<file path="src/rtl/text_tokenizer_with_comments_assert.svh">
// Assertion macros shared by the tokenizer RTL.
// Simulation builds get concurrent assertions; synthesis builds get nothing.
// Depends on nothing; included by the modules that check their own logic.
`ifndef TEXT_TOKENIZER_WITH_COMMENTS_ASSERT_SVH
`define TEXT_TOKENIZER_WITH_COMMENTS_ASSERT_SVH

`ifndef SYNTHESIS

`define TTOK_ASSERT(label, clk, rst_n, prop) \
    label: assert property (@(posedge clk) disable iff (!rst_n) prop) \
        else $error("tokenizer check failed");

`define TTOK_NEVER(label, clk, rst_n, cond) \
    label: assert property (@(posedge clk) disable iff (!rst_n) !(cond)) \
        else $error("tokenizer forbidden condition seen");

`else

`define TTOK_ASSERT(label, clk, rst_n, prop)

`define TTOK_NEVER(label, clk, rst_n, cond)

`endif

`endif

</file>
<file path="src/rtl/ttok_pkg.sv">
// Types, constants and helper functions for the text tokenizer.
// Used by the scanner, the result queue and the top level.
`default_nettype none

package ttok_pkg;

    localparam int MAX_TOKEN_LEN = 1024;
    // The length counter saturates at MAX_TOKEN_LEN, so it must hold that value.
    localparam int LEN_W = $clog2(MAX_TOKEN_LEN + 1);

    localparam int MAX_RES = 3;
    localparam int CNT_W = $clog2(MAX_RES + 1);
    localparam int Q_DEPTH = 4;
    localparam int Q_PTR_W = $clog2(Q_DEPTH);
    localparam int Q_CNT_W = $clog2(Q_DEPTH + 1);

    localparam logic [7:0] CH_SLASH = 8'h2F;
    localparam logic [7:0] CH_STAR = 8'h2A;
    localparam logic [7:0] CH_QUOTE = 8'h22;
    localparam logic [7:0] CH_NEWLINE = 8'h0A;
    localparam logic [7:0] CH_SPACE = 8'h20;
    localparam logic [7:0] CH_NUL = 8'h00;

    typedef enum logic [2:0] {
        MODE_IDLE       = 3'd0,
        MODE_SLASH      = 3'd1,
        MODE_LINE       = 3'd2,
        MODE_BLOCK      = 3'd3,
        MODE_BLOCK_STAR = 3'd4,
        MODE_WORD       = 3'd5,
        MODE_QUOTE      = 3'd6
    } mode_t;

    typedef enum logic [1:0] {
        KIND_CHAR    = 2'd0,
        KIND_KEPT    = 2'd1,
        KIND_DISCARD = 2'd2,
        KIND_END     = 2'd3
    } kind_t;

    typedef struct packed {
        kind_t      kind;
        logic [7:0] out_char;
        logic       quoted;
        logic       last;
    } res_t;

    // Results of one input word, all pushed into the queue in the same cycle.
    typedef struct packed {
        logic [CNT_W-1:0]       cnt;
        res_t [MAX_RES-1:0]     res;
    } push_t;

    function automatic logic is_space(input logic [7:0] c);
        return (c <= CH_SPACE) || c[7];
    endfunction

    function automatic res_t mk_res(input kind_t kind, input logic [7:0] c,
                                    input logic q);
        res_t r;
        r.kind = kind;
        r.out_char = (kind == KIND_CHAR) ? c : CH_NUL;
        r.quoted = q;
        r.last = 1'b0;
        return r;
    endfunction

endpackage

`default_nettype wire

</file>
<file path="src/rtl/ttok_if.sv">
// Valid/ready channel interfaces for the text tokenizer.
// ttok_in_if carries text bytes, ttok_out_if carries token results.
`default_nettype none

interface ttok_in_if;
    logic       valid;
    logic       ready;
    logic [7:0] ch;
    logic       end_of_data;

    modport source (output valid, output ch, output end_of_data, input ready);
    modport sink (input valid, input ch, input end_of_data, output ready);
endinterface

interface ttok_out_if;
    logic       valid;
    logic       ready;
    logic [1:0] kind;
    logic [7:0] out_char;
    logic       quoted;
    logic       last;

    modport source (output valid, output kind, output out_char, output quoted,
                    output last, input ready);
    modport sink (input valid, input kind, input out_char, input quoted,
                  input last, output ready);
endinterface

`default_nettype wire

</file>
<file path="src/rtl/ttok_scan.sv">
// Input register and scanner state machine of the text tokenizer.
// Depends on ttok_pkg, ttok_in_if and the assertion macro header.
`default_nettype none

module ttok_scan (
    input  logic            clk,
    input  logic            rst_n,
    ttok_in_if.sink         text,
    input  logic            room,
    output ttok_pkg::push_t push
);
    import ttok_pkg::*;

    `include "text_tokenizer_with_comments_assert.svh"

    logic             vld_reg;
    logic             vld_next;
    logic [7:0]       ch_reg;
    logic             end_reg;
    mode_t            mode_reg;
    mode_t            mode_next;
    logic [LEN_W-1:0] len_reg;
    logic [LEN_W-1:0] len_next;

    logic             process;
    logic             take;
    logic             end_w;
    logic             sp;
    logic             below_max;
    logic             below_str;
    kind_t            word_kind;
    logic [CNT_W-1:0] cnt_raw;
    res_t [MAX_RES-1:0] res_raw;

    // A held word is worked off once the queue can take a full burst of results.
    assign process = vld_reg && room;
    assign text.ready = !vld_reg || process;
    assign take = text.valid && text.ready;

    // A NUL byte ends the data just like the end flag.
    assign end_w = end_reg || (ch_reg == CH_NUL);
    assign sp = is_space(ch_reg);
    assign below_max = len_reg < LEN_W'(MAX_TOKEN_LEN);
    assign below_str = len_reg < LEN_W'(MAX_TOKEN_LEN - 1);
    assign word_kind = below_max ? KIND_KEPT : KIND_DISCARD;

    always_comb
    begin
        vld_next = vld_reg;
        if (take)
        begin
            vld_next = 1'b1;
        end
        else if (process)
        begin
            vld_next = 1'b0;
        end
    end

    always_ff @(posedge clk or negedge rst_n)
    begin
        if (!rst_n)
        begin
            vld_reg <= 1'b0;
        end
        else
        begin
            vld_reg <= vld_next;
        end
    end

    always_ff @(posedge clk)
    begin
        if (take)
        begin
            ch_reg <= text.ch;
            end_reg <= text.end_of_data;
        end
    end

    // Next state of the scanner.
    always_comb
    begin
        mode_next = mode_reg;
        len_next = len_reg;
        if (end_w)
        begin
            mode_next = MODE_IDLE;
            len_next = '0;
        end
        else
        begin
            unique case (mode_reg)
                MODE_SLASH:
                begin
                    if (ch_reg == CH_SLASH)
                    begin
                        mode_next = MODE_LINE;
                    end
                    else if (ch_reg == CH_STAR)
                    begin
                        mode_next = MODE_BLOCK;
                    end
                    else if (sp)
                    begin
                        // The lone slash is a complete one-character word.
                        mode_next = MODE_IDLE;
                        len_next = '0;
                    end
                    else
                    begin
                        mode_next = MODE_WORD;
                        len_next = LEN_W'(2);
                    end
                end
                MODE_LINE:
                begin
                    if (ch_reg == CH_NEWLINE)
                    begin
                        mode_next = MODE_IDLE;
                    end
                end
                MODE_BLOCK:
                begin
                    if (ch_reg == CH_STAR)
                    begin
                        mode_next = MODE_BLOCK_STAR;
                    end
                end
                MODE_BLOCK_STAR:
                begin
                    if (ch_reg == CH_SLASH)
                    begin
                        mode_next = MODE_IDLE;
                    end
                    else if (ch_reg != CH_STAR)
                    begin
                        mode_next = MODE_BLOCK;
                    end
                end
                MODE_WORD:
                begin
                    if (sp)
                    begin
                        mode_next = MODE_IDLE;
                        len_next = '0;
                    end
                    else if (below_max)
                    begin
                        len_next = len_reg + LEN_W'(1);
                    end
                end
                MODE_QUOTE:
                begin
                    if (ch_reg == CH_QUOTE)
                    begin
                        mode_next = MODE_IDLE;
                        len_next = '0;
                    end
                    else if (below_str)
                    begin
                        len_next = len_reg + LEN_W'(1);
                    end
                end
                default:
                begin
                    mode_next = MODE_IDLE;
                    len_next = '0;
                    if (sp)
                    begin
                        mode_next = MODE_IDLE;
                    end
                    else if (ch_reg == CH_SLASH)
                    begin
                        mode_next = MODE_SLASH;
                    end
                    else if (ch_reg == CH_QUOTE)
                    begin
                        mode_next = MODE_QUOTE;
                    end
                    else
                    begin
                        mode_next = MODE_WORD;
                        len_next = LEN_W'(1);
                    end
                end
            endcase
        end
    end

    // Result words caused by the held input word.
    always_comb
    begin
        res_raw = '0;
        cnt_raw = '0;
        if (end_w)
        begin
            unique case (mode_reg)
                MODE_SLASH:
                begin
                    res_raw[0] = mk_res(KIND_CHAR, CH_SLASH, 1'b0);
                    res_raw[1] = mk_res(KIND_KEPT, CH_NUL, 1'b0);
                    res_raw[2] = mk_res(KIND_END, CH_NUL, 1'b0);
                    cnt_raw = CNT_W'(3);
                end
                MODE_WORD:
                begin
                    res_raw[0] = mk_res(word_kind, CH_NUL, 1'b0);
                    res_raw[1] = mk_res(KIND_END, CH_NUL, 1'b0);
                    cnt_raw = CNT_W'(2);
                end
                MODE_QUOTE:
                begin
                    res_raw[0] = mk_res(KIND_KEPT, CH_NUL, 1'b1);
                    res_raw[1] = mk_res(KIND_END, CH_NUL, 1'b0);
                    cnt_raw = CNT_W'(2);
                end
                default:
                begin
                    res_raw[0] = mk_res(KIND_END, CH_NUL, 1'b0);
                    cnt_raw = CNT_W'(1);
                end
            endcase
        end
        else
        begin
            unique case (mode_reg)
                MODE_SLASH:
                begin
                    if ((ch_reg != CH_SLASH) && (ch_reg != CH_STAR))
                    begin
                        res_raw[0] = mk_res(KIND_CHAR, CH_SLASH, 1'b0);
                        if (sp)
                        begin
                            res_raw[1] = mk_res(KIND_KEPT, CH_NUL, 1'b0);
                        end
                        else
                        begin
                            res_raw[1] = mk_res(KIND_CHAR, ch_reg, 1'b0);
                        end
                        cnt_raw = CNT_W'(2);
                    end
                end
                MODE_LINE, MODE_BLOCK, MODE_BLOCK_STAR:
                begin
                    cnt_raw = '0;
                end
                MODE_WORD:
                begin
                    if (sp)
                    begin
                        res_raw[0] = mk_res(word_kind, CH_NUL, 1'b0);
                        cnt_raw = CNT_W'(1);
                    end
                    else if (below_max)
                    begin
                        res_raw[0] = mk_res(KIND_CHAR, ch_reg, 1'b0);
                        cnt_raw = CNT_W'(1);
                    end
                end
                MODE_QUOTE:
                begin
                    if (ch_reg == CH_QUOTE)
                    begin
                        res_raw[0] = mk_res(KIND_KEPT, CH_NUL, 1'b1);
                        cnt_raw = CNT_W'(1);
                    end
                    else if (below_str)
                    begin
                        res_raw[0] = mk_res(KIND_CHAR, ch_reg, 1'b1);
                        cnt_raw = CNT_W'(1);
                    end
                end
                default:
                begin
                    if (!sp && (ch_reg != CH_SLASH) && (ch_reg != CH_QUOTE))
                    begin
                        res_raw[0] = mk_res(KIND_CHAR, ch_reg, 1'b0);
                        cnt_raw = CNT_W'(1);
                    end
                end
            endcase
        end
    end

    always_comb
    begin
        push.res = res_raw;
        for (int i = 0; i < MAX_RES; i++)
        begin
            push.res[i].last = (cnt_raw == CNT_W'(i + 1));
        end
        push.cnt = process ? cnt_raw : '0;
    end

    always_ff @(posedge clk or negedge rst_n)
    begin
        if (!rst_n)
        begin
            mode_reg <= MODE_IDLE;
            len_reg <= '0;
        end
        else if (process)
        begin
            mode_reg <= mode_next;
            len_reg <= len_next;
        end
    end

    `TTOK_ASSERT(a_end_returns_idle, clk, rst_n,
        (process && end_w) |=> (mode_reg == MODE_IDLE && len_reg == '0))
    `TTOK_NEVER(a_len_saturates, clk, rst_n, len_reg > LEN_W'(MAX_TOKEN_LEN))
    `TTOK_ASSERT(a_push_needs_room, clk, rst_n,
        (push.cnt != '0) |-> (vld_reg && room))

endmodule

`default_nettype wire

</file>
<file path="src/rtl/ttok_resq.sv">
// Four-entry result queue: takes up to three results a cycle, hands out one.
// Depends on ttok_pkg, ttok_out_if and the assertion macro header.
`default_nettype none

module ttok_resq (
    input  logic            clk,
    input  logic            rst_n,
    input  ttok_pkg::push_t push,
    output logic            room,
    ttok_out_if.source      token
);
    import ttok_pkg::*;

    `include "text_tokenizer_with_comments_assert.svh"

    res_t               q_reg [Q_DEPTH];
    logic [Q_PTR_W-1:0] wr_ptr_reg;
    logic [Q_PTR_W-1:0] wr_ptr_next;
    logic [Q_PTR_W-1:0] rd_ptr_reg;
    logic [Q_PTR_W-1:0] rd_ptr_next;
    logic [Q_CNT_W-1:0] count_reg;
    logic [Q_CNT_W-1:0] count_next;
    logic               pop;
    res_t               head;

    // Room for a full burst from the scanner, whatever leaves this cycle.
    assign room = count_reg <= Q_CNT_W'(Q_DEPTH - MAX_RES);
    assign pop = token.valid && token.ready;

    assign head = q_reg[rd_ptr_reg];
    assign token.valid = count_reg != '0;
    assign token.kind = head.kind;
    assign token.out_char = head.out_char;
    assign token.quoted = head.quoted;
    assign token.last = head.last;

    always_comb
    begin
        wr_ptr_next = wr_ptr_reg + Q_PTR_W'(push.cnt);
        rd_ptr_next = rd_ptr_reg + Q_PTR_W'(pop);
        count_next = count_reg + Q_CNT_W'(push.cnt) - Q_CNT_W'(pop);
    end

    always_ff @(posedge clk)
    begin
        for (int i = 0; i < MAX_RES; i++)
        begin
            if (CNT_W'(i) < push.cnt)
            begin
                q_reg[wr_ptr_reg + Q_PTR_W'(i)] <= push.res[i];
            end
        end
    end

    always_ff @(posedge clk or negedge rst_n)
    begin
        if (!rst_n)
        begin
            wr_ptr_reg <= '0;
            rd_ptr_reg <= '0;
            count_reg <= '0;
        end
        else
        begin
            wr_ptr_reg <= wr_ptr_next;
            rd_ptr_reg <= rd_ptr_next;
            count_reg <= count_next;
        end
    end

    `TTOK_NEVER(a_no_overflow, clk, rst_n, count_reg > Q_CNT_W'(Q_DEPTH))
    `TTOK_NEVER(a_push_without_room, clk, rst_n, (push.cnt != '0) && !room)
    `TTOK_ASSERT(a_ptr_distance, clk, rst_n,
        (count_reg != Q_CNT_W'(Q_DEPTH)) |->
        (Q_PTR_W'(count_reg) == (wr_ptr_reg - rd_ptr_reg)))

endmodule

`default_nettype wire

</file>
<file path="src/rtl/text_tokenizer_with_comments.sv">
// Top level of the streaming text tokenizer.
// Depends on ttok_pkg, ttok_if, ttok_scan and ttok_resq.
`default_nettype none

// The tokenizer takes one text byte per word on the text channel and skips
// whitespace, line comments and block comments. Bare words and quoted strings
// leave on the token channel one character per word, each token closed by a
// kept or discarded marker, and the end of the data by an end marker. A byte
// that causes at most one result does not hold the input: plain text streams
// at one byte per clock while the token channel is ready. A byte that causes
// two or three results (a token end together with the end of data, or a lone
// slash being flushed) holds the input while the queue drains, as the queue
// hands out one word per cycle and the scanner only works off a byte when the
// queue has room for three. Results are offered on the token channel once
// written into the queue. No clearing pass follows reset.
module text_tokenizer_with_comments (
    input  logic       clk,
    input  logic       rst_n,
    ttok_in_if.sink    text,
    ttok_out_if.source token
);
    import ttok_pkg::*;

    push_t push;
    logic  room;

    ttok_scan u_scan (
        .clk   (clk),
        .rst_n (rst_n),
        .text  (text),
        .room  (room),
        .push  (push)
    );

    ttok_resq u_resq (
        .clk   (clk),
        .rst_n (rst_n),
        .push  (push),
        .room  (room),
        .token (token)
    );

endmodule

`default_nettype wire
</file>
<file path="src/flat_wrapper.sv">
// flat-port wrapper written by rule: the top's interface ports become plain ports
module text_tokenizer_with_comments_flat import ttok_pkg::*;
  (clk, rst_n, text_valid, text_ch, text_end_of_data, text_ready, token_valid, token_kind, token_out_char, token_quoted, token_last, token_ready);
  ttok_in_if text_i ();
  ttok_out_if token_i ();
  input  logic clk;
  input  logic rst_n;
  input wire logic [$bits(text_i.valid)-1:0] text_valid;
  input wire logic [$bits(text_i.ch)-1:0] text_ch;
  input wire logic [$bits(text_i.end_of_data)-1:0] text_end_of_data;
  output wire logic [$bits(text_i.ready)-1:0] text_ready;
  output wire logic [$bits(token_i.valid)-1:0] token_valid;
  output wire logic [$bits(token_i.kind)-1:0] token_kind;
  output wire logic [$bits(token_i.out_char)-1:0] token_out_char;
  output wire logic [$bits(token_i.quoted)-1:0] token_quoted;
  output wire logic [$bits(token_i.last)-1:0] token_last;
  input wire logic [$bits(token_i.ready)-1:0] token_ready;
  assign text_i.valid = text_valid;
  assign text_i.ch = text_ch;
  assign text_i.end_of_data = text_end_of_data;
  assign text_ready = text_i.ready;
  assign token_valid = token_i.valid;
  assign token_kind = token_i.kind;
  assign token_out_char = token_i.out_char;
  assign token_quoted = token_i.quoted;
  assign token_last = token_i.last;
  assign token_i.ready = token_ready;
  text_tokenizer_with_comments u_core (.clk(clk), .rst_n(rst_n), .text(text_i), .token(token_i));
endmodule
</file>
<file path="config.mk">
export PLATFORM = sky130hd
export DESIGN_NAME = text_tokenizer_with_comments_flat
export DESIGN_NICKNAME = d
export VERILOG_FILES = /design/src/rtl/ttok_pkg.sv /design/src/rtl/ttok_if.sv /design/src/rtl/ttok_scan.sv /design/src/rtl/ttok_resq.sv /design/src/rtl/text_tokenizer_with_comments.sv /design/src/flat_wrapper.sv
export VERILOG_INCLUDE_DIRS = /design/src /design/src/rtl
export SDC_FILE = /design/constraint.sdc
export NUM_CORES = 1
export LEC_CHECK = 0
export BUFFER_PORTS_ARGS = -buffer_cell sky130_fd_sc_hd__buf_2
export CORE_MARGIN = 8
export CORE_UTILIZATION = 35
export CTS_BUF_LIST = sky130_fd_sc_hd__clkbuf_8
export CTS_CLUSTER_SIZE = 16
export DETAILED_ROUTE_END_ITERATION = 10
export MAX_ROUTING_LAYER = met4
export PLACE_DENSITY = 0.51
export SLEW_MARGIN = 20
export SYNTH_ARGS = -nofsm -noshare
export SYNTH_HDL_FRONTEND = slang
export SYNTH_SLANG_ARGS = --single-unit
</file>
<file path="constraint.sdc">
create_clock -name clk -period 3.5 [get_ports clk]
set_input_delay 0.175 -clock clk [delete_from_list [all_inputs] [get_ports clk]]
set_output_delay 0.175 -clock clk [all_outputs]
set_load 0.005 [all_outputs]
</file>
==> Word level (Yosys, flattened, before mapping) <==
Memories as Yosys holds them, arrays and structs flattened.
Index checks and enable logic that the tools add are counted.
{ "totals": {"mem_count": 1, "wordCells": 126, "output_inout_bits": 14, "latchBits": 0, "romBits": 0, "ram_bits": 48, "regBits": 31} }
{ "classes": {"bitwise": 0, "muxes": 59, "eq_ne": 26, "order_cmp": 7, "multipliers": 0, "add_sub_neg": 7, "n_reduce_logical": 18, "n_shift": 0, "div": 0} }
{ "mem_list": {"columns": ["memory", "depth", "word_bits", "rd", "rd_clocked_by_memory_dff", "write_ports", "line", "rtl"], "rows": [
  ["u_core.u_resq.q_reg", 4, 12, 1, 0, 3, "ttok_resq.sv:16", "res_t q_reg [Q_DEPTH];"]
]} }
{ "op_table": {"columns": ["op", "n"], "rows": [
  ["$mux W11", 9],
  ["$mux W12", 4],
  ["$pmux W12 S4", 1],
  ["$pmux W11 S4", 1],
  ["$mux W3", 12],
  ["$pmux W12 S3", 1],
  ["$mux W10", 3],
  ["$eq A8 B6 Y1 const B", 3],
  ["$mux W24", 1],
  ["$ne A8 B6 Y1 const B", 3],
  ["$pmux W12 S2", 1],
  ["$mux W23", 1],
  ["$ne A3 B3 Y1 const B", 6],
  ["$pmux W3 S6", 1],
  ["$mux W1", 16],
  ["$mux W2", 6],
  ["$ne A4 B4 Y1 const B", 3],
  ["$reduce_and A6 Y1", 2],
  ["$add A11 B1 Y11 const B", 1],
  ["$lt A11 B10 Y1 const B", 1],
  ["$lt A11 B11 Y1 const B", 1],
  ["$eq A3 B3 Y1 const B", 3],
  ["$eq A8 B4 Y1 const B", 1],
  ["$le A8 B6 Y1 const B", 1],
  ["other kinds (24)", 35]
]} }

==> Longest topological paths before layout <==
Gate-level depths: netlist of run 1.
{ "logic_depth": {"ltp_word": 12, "mapped_depth": 14, "depth_no_buf": 11} }

==> By module <==
A second synthesis of run 1 with hierarchy kept.
{ "hier_totals": {"hier_cells": 559, "area_unflattened_um2": 5161.2} }
{ "modules_own_cells": {"columns": ["mod", "seq_area_each_um2", "n_inst", "cells_each", "area_per_inst_um2"], "rows": [
  ["ttok_resq", 1616.6, 1, 326, 3208.1],
  ["ttok_scan", 645.6, 1, 233, 1953.1]
]} }

==> Worst setup path before layout of run 1 <==
OpenSTA, ideal clock, no wires.
{ "synth_timing": {"kind": "register to register", "startpoint": "reg u_core.u_scan.ch_reg[0]", "endpoint": "reg u_core.u_resq.count_reg[2]", "path_buffers": 2, "setup_ns": 0.123, "required_time_ns": 3.377, "arrival_time_ns": 2.880, "stages_incl_launch_ff": 14, "synth_period_minus_slack_ns": 3.002, "path_slack_ns": 0.498, "cell_sequence": "edfxtp_1 > buf_6 > nor4_4 > a21oi_2 > a21o_1 > a31o_4 > or2_1 > buf_2 > nor2_1 > ha_1 > inv_1 > fa_1 > xor2_1 > xnor2_1"} }
{ "synth_between": {"elab_chain_cells": 11, "word_cells_on_any_way": 21, "cone_classes": "2 x add/sub; 1 x order compare; 4 x eq/ne; 7 x mux; 7 x reduce/logical"} }
{ "synth_rtl": {"columns": ["element", "line", "rtl"], "rows": [
  ["start, declared", "ttok_scan.sv:18", "logic [7:0] ch_reg;"],
  ["start signal, assigned", "ttok_scan.sv:76", "ch_reg <= text.ch;"],
  ["$le A8 B6 Y1", "ttok_pkg.sv:55", "return (c <= CH_SPACE) || c[7];"],
  ["$logic_or A1 B1 Y1", "ttok_pkg.sv:55", null],
  ["$logic_not A1 Y1", "ttok_scan.sv:276", "if (!sp && (ch_reg != CH_SLASH) && (ch_reg != CH_QUOTE))"],
  ["$logic_and A1 B1 Y1 (2 in a row)", "ttok_scan.sv:276", null],
  ["$mux W1", "ttok_scan.sv:276", null],
  ["$pmux W2 S4", "ttok_scan.sv:227", "unique case (mode_reg)"],
  ["$mux W2 (*)", "ttok_scan.sv:196", "if (end_w)"],
  ["$mux W2 (*)", "ttok_scan.sv:293", "push.cnt = process ? cnt_raw : '0;"],
  ["$add A3 B2 Y3 (*)", "ttok_resq.sv:41", "count_next = count_reg + Q_CNT_W'(push.cnt) - Q_CNT_W'(pop);"],
  ["$sub A3 B1 Y3 (*)", "ttok_resq.sv:41", null],
  ["named net u_core.u_resq.count_next[2]", "ttok_resq.sv:22", "logic [Q_CNT_W-1:0] count_next;"],
  ["end signal, assigned", "ttok_resq.sv:67", "count_reg <= count_next;"],
  ["end, declared", "ttok_resq.sv:21", "logic [Q_CNT_W-1:0] count_reg;"]
]} }
Mark *: on every way through the listed nets, which the timed path passes. The rest lies on a longest branch.
A chain may end at the register's enable or synchronous reset.

==> results.sh, run 1 <==
export IMPL_n_fill_cell=1387
export IMPL_initial_core_util_pct=35.2
export IMPL_p_comb_share_pct=50.4
export IMPL_cts_num_sinks=79
export IMPL_postRouteAntennaNets=0
export IMPL_setup_ws_ps=290
export IMPL_required_ps=3770
export IMPL_hold_buffers=11
export IMPL_ys_seq_area_share_pct=39.5
export IMPL_finalSetupTns_ps=0
export IMPL_syn_inst=495
export IMPL_intPower_mw=2.61
export IMPL_seqCellArea_sq_mm=0.00190
export IMPL_critPathCaptureType="register"
export IMPL_final_cell_mix="nor2_1, nand2_1, dfxtp_1"
export IMPL_gp_congestion=0.939
export IMPL_synth_fp_nets=515
export IMPL_htreeDepth=3
export IMPL_multiInputGateArea_sq_mm=0.00269
export IMPL_top_level_ports=27
export IMPL_pre_cts_ws_ps=338
export IMPL_drc=0
export IMPL_yosys_warnings=0
export IMPL_drive_above_1_share_pct=20.0
export IMPL_synth_cell_types=76
export IMPL_path_clk_slew_ps=80
export IMPL_max_slew_worst_pin_slew_ps=943
export IMPL_stdcell_area_sq_mm=0.00551
export IMPL_maxSlewHeadroom_pct=36.6
export IMPL_drt_total_wl_um=14900
export IMPL_numCtsBuffers=9
export IMPL_synth_top_cell_area_share_pct=15.0
export IMPL_wl_per_cell_um=20.6
export IMPL_syn_area_sq_mm=0.00481
export IMPL_coreArea_sq_mm=0.0137
export IMPL_dieArea_sq_mm=0.0178
export IMPL_fin_crit_sh_pct=91.7
export IMPL_track_usage_pct=17.4
export IMPL_fin_skew_ps=11.3
export IMPL_whs_ps=161
export IMPL_synth_edf_count=21
export IMPL_viasPerCell=5.90
export IMPL_fin_nets=560
export IMPL_synth_top_cell_by_area="dfxtp_1"
export IMPL_crit_type="reg -> reg"
export IMPL_leakagePower_nw=2.20
export IMPL_synth_top_cells_by_area="dfxtp_1, edfxtp_1, dfrtp_1"
export IMPL_syn_area_per_cell_sq_um=9.72
export IMPL_row_count=43
export IMPL_finalHoldViolCount=0
export IMPL_whs_path_depth=3
export IMPL_hpwl_um=11100
export IMPL_ys_dominant_reg_cell="dfxtp_1"
export IMPL_cts_tree="done"
export IMPL_grt_overflow=0
export IMPL_slew_viol_final=0
export IMPL_hp_class="in -> reg"
export IMPL_rr_worst_depth=7
export IMPL_pwr_share_seq_pct=35.0
export IMPL_irDropWorstVdd_mv=0.281
export IMPL_worst_path_max_fanout=13
export IMPL_critPathArrivalTime_ps=3480
export IMPL_cts_buffer_depth=2
export IMPL_layout_min_cycle_time_ps=3210
export IMPL_io_buffer_count=26
export IMPL_grt_first_pass_wirelength_um=23500
export IMPL_initialDrtViolationCount=410
export IMPL_power_density_mw_per_mm2=845
export IMPL_place_area_sq_mm=0.00521
export IMPL_swShare_pct=44.0
export IMPL_fp_dieW_um=133
export IMPL_largest_reg_flops=48
export IMPL_grt_max_degree=23
export IMPL_pwr_share_clk_pct=14.6
export IMPL_cts_root_buf="clkbuf_8"
export IMPL_diodes=0
export IMPL_antenna_found_initial=0
export IMPL_cts_setup_buffers=0
export IMPL_final_common_cell="nor2_1"
export IMPL_synth_seq_cells=79
export IMPL_setup_viol=0
export IMPL_total_power_mw=4.66
export IMPL_die_h_um=133
export IMPL_vias=4280
export IMPL_cts_repair_resized=0
export IMPL_max_freq_mhz=312
export IMPL_rsz0062_at_grt="no"
export IMPL_drtPass1Iterations=5
export IMPL_drv_cap=0
export IMPL_status="finished, final reports clean"
export IMPL_p_switching_mw=2.05
export IMPL_ys_async_sr_fraction_pct=27.8
export IMPL_clk_latency_ps=380
export IMPL_syn_to_final_growth_pct=14.5
export IMPL_start_kind="register"
export IMPL_grt_pass1_vias=4132
## per-stage QoR
| step | instances | utilization (%) |
|---|---|---|
| 2_1_floorplan | 495 | - |
| 3_3_place_gp | 698 | 38.1 |
| 3_5_place_dp | 698 | 38.1 |
| 4_1_cts | 725 | 40.3 |
| 5_1_grt | 725 | 40.3 |
| 6_report | 725 | 40.3 |
## worst max-delay path, stage by stage, from the launching register on
cell	delay [ps]
edfxtp_1	550
nor4_4	540
a31oi_4	200
o21ai_1	710
nand2b_1	330
o31ai_4	250
nor2_2	160
a221o_1	370
## power by group through the flow
stage | Sequential (mW) | Clock [mW] | Combinational, mW
after global routing | 1.68 | 0.737 | 2.55
after CTS | 1.63 | 0.697 | 2.34
after detailed placement | 1.65 | 0 | 2.32
after floorplan | 1.42 | 0 | 1.83
after global placement | 1.64 | 0 | 2.32
final | 1.63 | 0.678 | 2.35
## path summary, 6_finish.rpt
path                                            from                           to  slack [ps]
min reg2reg                u_core.u_resq.q_reg[1][9]    u_core.u_resq.q_reg[1][9]         490
min                                      token_ready  u_core.u_resq.rd_ptr_reg[0]         160
max reg2reg                  u_core.u_scan.ch_reg[0]    u_core.u_resq.q_reg[3][7]         290
min in group asynchronous                      rst_n     u_core.u_scan.len_reg[0]         320
max in group asynchronous                      rst_n  u_core.u_resq.wr_ptr_reg[0]        2800
max                          u_core.u_scan.ch_reg[0]    u_core.u_resq.q_reg[3][7]         290
## final cells by class
type | instances | share of cell area, %
clock buffer | 9 | 2.25
clock inverter | 7 | 1.18
inverter | 21 | 1.43
multi-input combinational | 367 | 48.8
sequential | 79 | 34.5
tap | 180 | 4.09
timing repair buffer | 62 | 7.76
## cells by family (layout without fill, tap and decap cells)
| logic type | Yosys count | in the layout | share of synthesized area, % |
|---|---|---|---|
| compound gates | 148 | 148 | 25.3 |
| xor+xnor | 8 | 8 | 1.46 |
| fa+ha+maj | 7 | 7 | 1.98 |
| buf+inv | 49 | 99 | 4.60 |
| flops | 79 | 79 | 39.5 |
| mux | 19 | 19 | 7.07 |
| simple gates | 185 | 185 | 20.0 |
## layer usage
metal / share of wire [%] / track usage, %
met1: 45 / 22.3
met2: 46 / 26.1
met3: 5.7 / 3.01
met4: 3.4 / 8.67
met5: 0 / -
## Yosys cell counts, drive strengths merged, types with 3 or more instances
master,number
and2,9
nand2,44
a221oi,8
a31o,3
a2111oi,3
nand3b,3
a21o,7
nand3,15
o221a,6
and3,14
nand2b,4
a32oi,3
dfxtp,36
xnor2,6
a21oi,13
ha,6
a31oi,9
mux2i,7
inv,21
o32ai,4
clkbuf,15
dfrtp,22
o22ai,9
nor2,49
buf,13
o31ai,12
edfxtp,21
o21ai,29
a22oi,4
nor3,21
a221o,16
a211oi,5
or3b,3
nor2b,11
and4,3
mux4,12
(Power assumes the default switching activity.)
==> run 2, diff against run 1 <==
--- a/config.mk
+++ b/config.mk
@@ -17,4 +17,5 @@
 export SLEW_MARGIN = 20
 export SYNTH_ARGS = -nofsm -noshare
 export SYNTH_HDL_FRONTEND = slang
+export SYNTH_HIERARCHICAL = 1
 export SYNTH_SLANG_ARGS = --single-unit
==> run 2 against run 1 <==
  * Design area rose by 4.8%
  * Die area rose by 6.4%
  * Sequential cell count unchanged
  * Wire length down 4.5%
  * Maximum frequency is 1.1% higher
  * Sequential power about the same
  * Utilization is 0.45 points lower
  * Sequential share of layout area increased by 4.7 points
  * Register-to-register slack improved by 40 ps
  * Setup slack better by 36 ps
  * Global-route usage down 1.4 points
  * Critical path type unchanged
==> results.sh, run 2 <==
export IMPL_synth_cell_types=66
export IMPL_required_ps=3520
export IMPL_drtPass1Iterations=5
export IMPL_initialDrtViolationCount=293
export IMPL_rr_worst_depth=7
export IMPL_synth_top_family_by_area="simple AND/OR/NAND/NOR gates"
export IMPL_row_count=44
export IMPL_syn_area_sq_mm=0.00516
export IMPL_path_clk_slew_ps=80
export IMPL_drc=0
export IMPL_grt_pass1_vias=4220
export IMPL_synth_edf_count=57
export IMPL_synth_adder_area_share_pct=1.75
export IMPL_synthTopCellsByCount="nand2_1, nor2_1, edfxtp_1"
export IMPL_critPathArrivalTime_ps=3190
export IMPL_initial_core_util_pct=35.6
export IMPL_syn_to_final_growth_pct=11.9
export IMPL_multiInputGateArea_sq_mm=0.00261
export IMPL_start_kind="register"
export IMPL_finalSetupTns_ps=0
export IMPL_clk_latency_ps=380
export IMPL_grt_first_pass_wirelength_um=22600
export IMPL_cts_root_buf="clkbuf_8"
export IMPL_syn_area_per_cell_sq_um=9.23
export IMPL_synth_seq_cells=79
export IMPL_worst_path_max_fanout=12
export IMPL_ys_async_sr_fraction_pct=27.8
export IMPL_largest_reg_flops=48
export IMPL_dieArea_sq_mm=0.0189
export IMPL_coreArea_sq_mm=0.0145
export IMPL_viasPerCell=5.51
export IMPL_grt_overflow=0
export IMPL_n_fill_cell=1431
export IMPL_gp_congestion=0.888
export IMPL_hp_class="in -> reg"
export IMPL_fp_dieW_um=137
export IMPL_final_cell_mix="nand2_1, nor2_1, edfxtp_1"
export IMPL_critPathCaptureType="register"
export IMPL_drive_above_1_share_pct=15.0
export IMPL_finalHoldViolCount=0
export IMPL_rsz0062_at_grt="no"
export IMPL_ys_dominant_reg_cell="edfxtp_1"
export IMPL_fin_nets=607
export IMPL_max_slew_worst_pin_slew_ps=878
export IMPL_hpwl_um=9840
export IMPL_place_area_sq_mm=0.00543
export IMPL_layout_min_cycle_time_ps=3170
export IMPL_yosys_warnings=6
export IMPL_whs_path_depth=3
export IMPL_diodes=0
export IMPL_status="finished, final reports clean"
export IMPL_cts_repair_resized=0
export IMPL_htreeDepth=3
export IMPL_synth_top_cell_area_share_pct=33.2
export IMPL_cts_tree="done"
export IMPL_muxShareOfSynthArea_pct=5.65
export IMPL_drt_total_wl_um=14200
export IMPL_numCtsBuffers=9
export IMPL_setup_ws_ps=326
export IMPL_ys_seq_area_share_pct=43.8
export IMPL_max_freq_mhz=315
export IMPL_fin_skew_ps=14.7
export IMPL_antenna_found_initial=0
export IMPL_synthMostInstantiatedCell="nand2_1"
export IMPL_vias=4284
export IMPL_stdcell_area_sq_mm=0.00577
export IMPL_syn_inst=559
export IMPL_hold_start="token_ready"
export IMPL_maxSlewHeadroom_pct=41.5
export IMPL_rrSetupSlack_ps=330
export IMPL_die_h_um=137
export IMPL_synth_top_cells_by_area="edfxtp_1, dfrtp_1, nand2_1"
export IMPL_cts_num_sinks=79
export IMPL_power_density_mw_per_mm2=702
export IMPL_grt_max_degree=25
export IMPL_pre_cts_ws_ps=345
export IMPL_track_usage_pct=16.0
export IMPL_fin_crit_sh_pct=90.7
export IMPL_final_common_cell="nand2_1"
export IMPL_leakagePower_nw=2.24
export IMPL_total_power_mw=4.05
export IMPL_irDropWorstVdd_mv=0.249
export IMPL_r2r_start="u_core/u_scan/ch_reg[7]"
export IMPL_drv_cap=0
export IMPL_wl_per_cell_um=18.3
export IMPL_cts_buffer_depth=2
export IMPL_crit_type="reg -> reg"
export IMPL_synth_top_cell_by_area="edfxtp_1"
export IMPL_top_level_ports=27
export IMPL_postRouteAntennaNets=0
export IMPL_synth_compound_area_share_pct=16.0
export IMPL_slew_viol_final=0
export IMPL_reg2reg_to="u_core/u_resq/q_reg[3][1]"
export IMPL_seqCellArea_sq_mm=0.00226
export IMPL_setup_viol=0
export IMPL_hold_end="u_core/u_resq/rd_ptr_reg[0]"
export IMPL_synthXorXnorAreaFrac_pct=1.70
export IMPL_synthSimpleGateAreaFrac_pct=24.5
export IMPL_io_buffer_count=26
run 2: layout make-up:
| cell class | instances | area share, % |
|---|---|---|
| multi-input combinational | 431 | 45.3 |
| timing repair buffer | 57 | 6.76 |
| sequential | 79 | 39.2 |
| tap | 184 | 3.99 |
| inverter | 11 | 0.715 |
| clock buffer | 9 | 2.15 |
| clock inverter | 7 | 1.95 |
run 2: report_power, final:
group,internal [mW],leakage (nW),total (mW),switching [mW]
combinational,0.724,1.32,1.64,0.914
clock,0.468,0.114,0.813,0.345
sequential,1.33,0.812,1.60,0.274
run 2: kinds of logic after synthesis:
kind of cell    after synthesis
simple gates                266
other cells                   1
compound gates              123
buf+inv                      59
fa+ha+maj                     7
flops                        79
mux                          14
xor+xnor                     10
run 2: per-layer routing:
| layer | global-route usage [%] | routed length, um | vias to the layer above |
|---|---|---|---|
| met2 | 25.5 | 6880 | 135 |
| met5 | - | 0 | - |
| met4 | 7.97 | 408 | 0 |
| li1 | - | - | 2069 |
| met3 | 3.36 | 699 | 32 |
| met1 | 18.9 | 6240 | 2048 |
run 2: per-stage QoR:
stage / utilization (%) / hold WS (ps) / cells
after floorplan: - / -121 / 569
after global placement: 37.5 / 174 / 751
after detailed placement: 37.5 / 184 / 751
after CTS: 39.9 / 71.8 / 778
after global routing: 39.9 / 100 / 778
final: 39.9 / 94.0 / 778
run 2: worst max-delay path, stage by stage, from the launching register on:
cell,delay (ps)
edfxtp_1,490
nor4b_4,540
nand4_1,380
nand4b_1,250
a31oi_1,140
and3_1,220
and2_1,170
maj3_1,630
run 2: worst max path at each step:
stage / startpoint / slack (ps) / cells past startpoint / to
after floorplan: u_core/u_scan/mode_reg[2] / 310 / 13 / u_core/u_resq/count_reg[2]
after global placement: u_core/u_scan/ch_reg[0] / 420 / 7 / u_core/u_resq/q_reg[3][5]
after detailed placement: u_core/u_scan/ch_reg[7] / 350 / 7 / u_core/u_resq/q_reg[3][5]
after CTS: u_core/u_scan/ch_reg[7] / 320 / 7 / u_core/u_resq/q_reg[3][1]
after global routing: u_core/u_scan/ch_reg[5] / 120 / 7 / u_core/u_resq/q_reg[3][1]
final: u_core/u_scan/ch_reg[7] / 330 / 7 / u_core/u_resq/q_reg[3][1]
run 2: what timing repair did:
action                     4_1_cts  5_1_grt
buffers inserted                 0        0
setup endpoints to repair        0        0
hold endpoints to repair        32        0
hold buffers                    11        0
==> run 3, diff against run 2 <==
--- a/config.mk
+++ b/config.mk
@@ -7,13 +7,12 @@
 export NUM_CORES = 1
 export LEC_CHECK = 0
 export BUFFER_PORTS_ARGS = -buffer_cell sky130_fd_sc_hd__buf_2
-export CORE_MARGIN = 8
 export CORE_UTILIZATION = 35
 export CTS_BUF_LIST = sky130_fd_sc_hd__clkbuf_8
 export CTS_CLUSTER_SIZE = 16
 export DETAILED_ROUTE_END_ITERATION = 10
 export MAX_ROUTING_LAYER = met4
-export PLACE_DENSITY = 0.51
+export PLACE_DENSITY = 0.52
 export SLEW_MARGIN = 20
 export SYNTH_ARGS = -nofsm -noshare
 export SYNTH_HDL_FRONTEND = slang
==> constraint.sdc (replaced) <==
create_clock -name clk -period 2.79 [get_ports clk]
set_input_delay 0.1395 -clock clk [delete_from_list [all_inputs] [get_ports clk]]
set_output_delay 0.1395 -clock clk [all_outputs]
set_load 0.005 [all_outputs]
==> run 3 against run 2 <==
  * Largest cell class unchanged
  * Maximum frequency up 18%
  * Sequential share of layout area down 3.7 points
  * Worst hold slack worse by 33 ps
  * Non-clock buffer count up 59
  * Via count up 4.1%
==> results.sh, run 3 (synthesis results as in run 2) <==
export IMPL_io_buffer_count=26
export IMPL_initialDrtViolationCount=247
export IMPL_worst_path_stages=10
export IMPL_required_ps=2870
export IMPL_irDropWorstVdd_mv=0.380
export IMPL_coreArea_sq_mm=0.0145
export IMPL_stdcell_area_sq_mm=0.00638
export IMPL_final_common_cell="nand2_1"
export IMPL_whs_path_depth=3
export IMPL_wl_per_cell_um=16.6
export IMPL_whs_ps=60.5
export IMPL_drtPass1Iterations=5
export IMPL_largest_reg_flops=48
export IMPL_cts_buffer_depth=2
export IMPL_start_kind="register"
export IMPL_leakagePower_nw=2.57
export IMPL_die_h_um=123
export IMPL_setup_viol=0
export IMPL_clk_latency_ps=370
export IMPL_path_delay_family="compound AO/OA/AOI/OAI gates"
export IMPL_cp_slowest_stage_delay_ps=490
export IMPL_fin_crit_sh_pct=96.0
export IMPL_max_freq_mhz=373
export IMPL_cts_num_sinks=79
export IMPL_rsz0062_at_grt="yes"
export IMPL_total_power_mw=5.37
export IMPL_slowest_stage="edfxtp_1"
export IMPL_layout_min_cycle_time_ps=2680
export IMPL_worst_path_max_fanout=12
export IMPL_diodes=0
export IMPL_drt_total_wl_um=13900
export IMPL_grt_max_degree=25
export IMPL_path_clk_slew_ps=80
export IMPL_critPathArrivalTime_ps=2760
export IMPL_drv_cap=0
export IMPL_numCtsBuffers=9
export IMPL_path_buf_inv=1
export IMPL_rr_worst_depth=10
export IMPL_grt_pass1_vias=4337
export IMPL_power_density_mw_per_mm2=841
export IMPL_maxSlewHeadroom_pct=40.6
export IMPL_syn_to_final_growth_pct=23.6
export IMPL_max_slew_worst_pin_slew_ps=890
export IMPL_critPathCaptureType="register"
export IMPL_row_count=44
export IMPL_drive_above_1_share_pct=24.2
export IMPL_initial_core_util_pct=35.6
export IMPL_grt_first_pass_wirelength_um=22300
export IMPL_final_cell_mix="nand2_1, nor2_1, buf_4"
export IMPL_viasPerCell=5.33
export IMPL_grt_overflow=0
export IMPL_gp_congestion=0.872
export IMPL_crit_type="reg -> reg"
export IMPL_pre_cts_ws_ps=11.7
export IMPL_status="finished, final reports clean"
export IMPL_vias=4461
export IMPL_dieArea_sq_mm=0.0152
export IMPL_hp_class="in -> reg"
export IMPL_slew_viol_final=0
export IMPL_track_usage_pct=20.3
export IMPL_setup_ws_ps=111
export IMPL_antenna_found_initial=0
export IMPL_fin_nets=667
export IMPL_post_route_util_pct=44.1
export IMPL_cts_tree="done"
export IMPL_drc=0
export IMPL_fp_dieW_um=123
export IMPL_top_level_ports=27
export IMPL_cp_cell_sequence="nor4_4 -> a21oi_2 -> a21oi_2 -> a311oi_2 -> a31oi_2 -> and3_4 -> o21a_1 -> nor2_1 -> a211oi_4 -> buf_12"
export IMPL_fin_skew_ps=10.2
export IMPL_cts_root_buf="clkbuf_8"
export IMPL_finalHoldViolCount=0
export IMPL_hpwl_um=9580
export IMPL_cp_common_cell="a21oi_2"
export IMPL_htreeDepth=3
export IMPL_place_area_sq_mm=0.00588
export IMPL_postRouteAntennaNets=0
## run 3: where the power goes
part	switching, mW	internal, mW
clock	0.405	0.488
combinational	1.29	1.21
sequential	0.306	1.66
## run 3: final timing paths
| kind | startpoint | to | slack [ps] |
|---|---|---|---|
| max | u_core/u_scan/ch_reg[2] | u_core/u_resq/q_reg[0][8] | 110 |
| min | token_ready | u_core/u_resq/rd_ptr_reg[0] | 60 |
| max reg2reg | u_core/u_scan/ch_reg[2] | u_core/u_resq/q_reg[0][8] | 110 |
| min reg2reg | u_core/u_resq/count_reg[2] | u_core/u_resq/count_reg[2] | 530 |
| max in group asynchronous | rst_n | u_core/u_resq/count_reg[0] | 2170 |
| min in group asynchronous | rst_n | u_core/u_resq/count_reg[2] | 270 |
## run 3: repair_timing
item                                    in CTS  in global routing
hold endpoints to repair                    32                  0
gates resized for setup                      0                  8
cloned                                       0                  2
setup buffers                                2                 18
endpoints found under the setup margin       1                 75
pin swaps                                    1                  6
hold buffers                                11                  0
## run 3: final cells by class
class	instances	area [sq um]
fill	1359	8100
inverter	11	41.3
sequential	79	2260
multi-input combinational	432	2700
clock buffer	9	124
timing repair buffer	116	942
clock inverter	6	76.3
tap	184	230
## run 3: worst register-to-register path, cell delays in order (launching register included)
cell	delay, ps
edfxtp_1	490
nor4_4	350
a21oi_2	120
a21oi_2	160
a311oi_2	60
a31oi_2	290
and3_4	270
o21a_1	140
nor2_1	70
a211oi_4	250
buf_12	190
## run 3: through the flow
step / setup TNS (ps) / std cells
4_1_cts: 0 / 817
3_5_place_dp: 0 / 789
5_1_grt: -562 / 837
2_1_floorplan: 0 / 569
3_3_place_gp: 0 / 789
6_report: 0 / 837
## run 3: routing by layer
metal	up-vias	global-route usage, %	share of wire, %
li1	2192	-	-
met2	166	31.7	47
met1	2062	25.3	44
met4	0	9.94	3.3
met3	41	3.87	5.8
met5	-	-	0
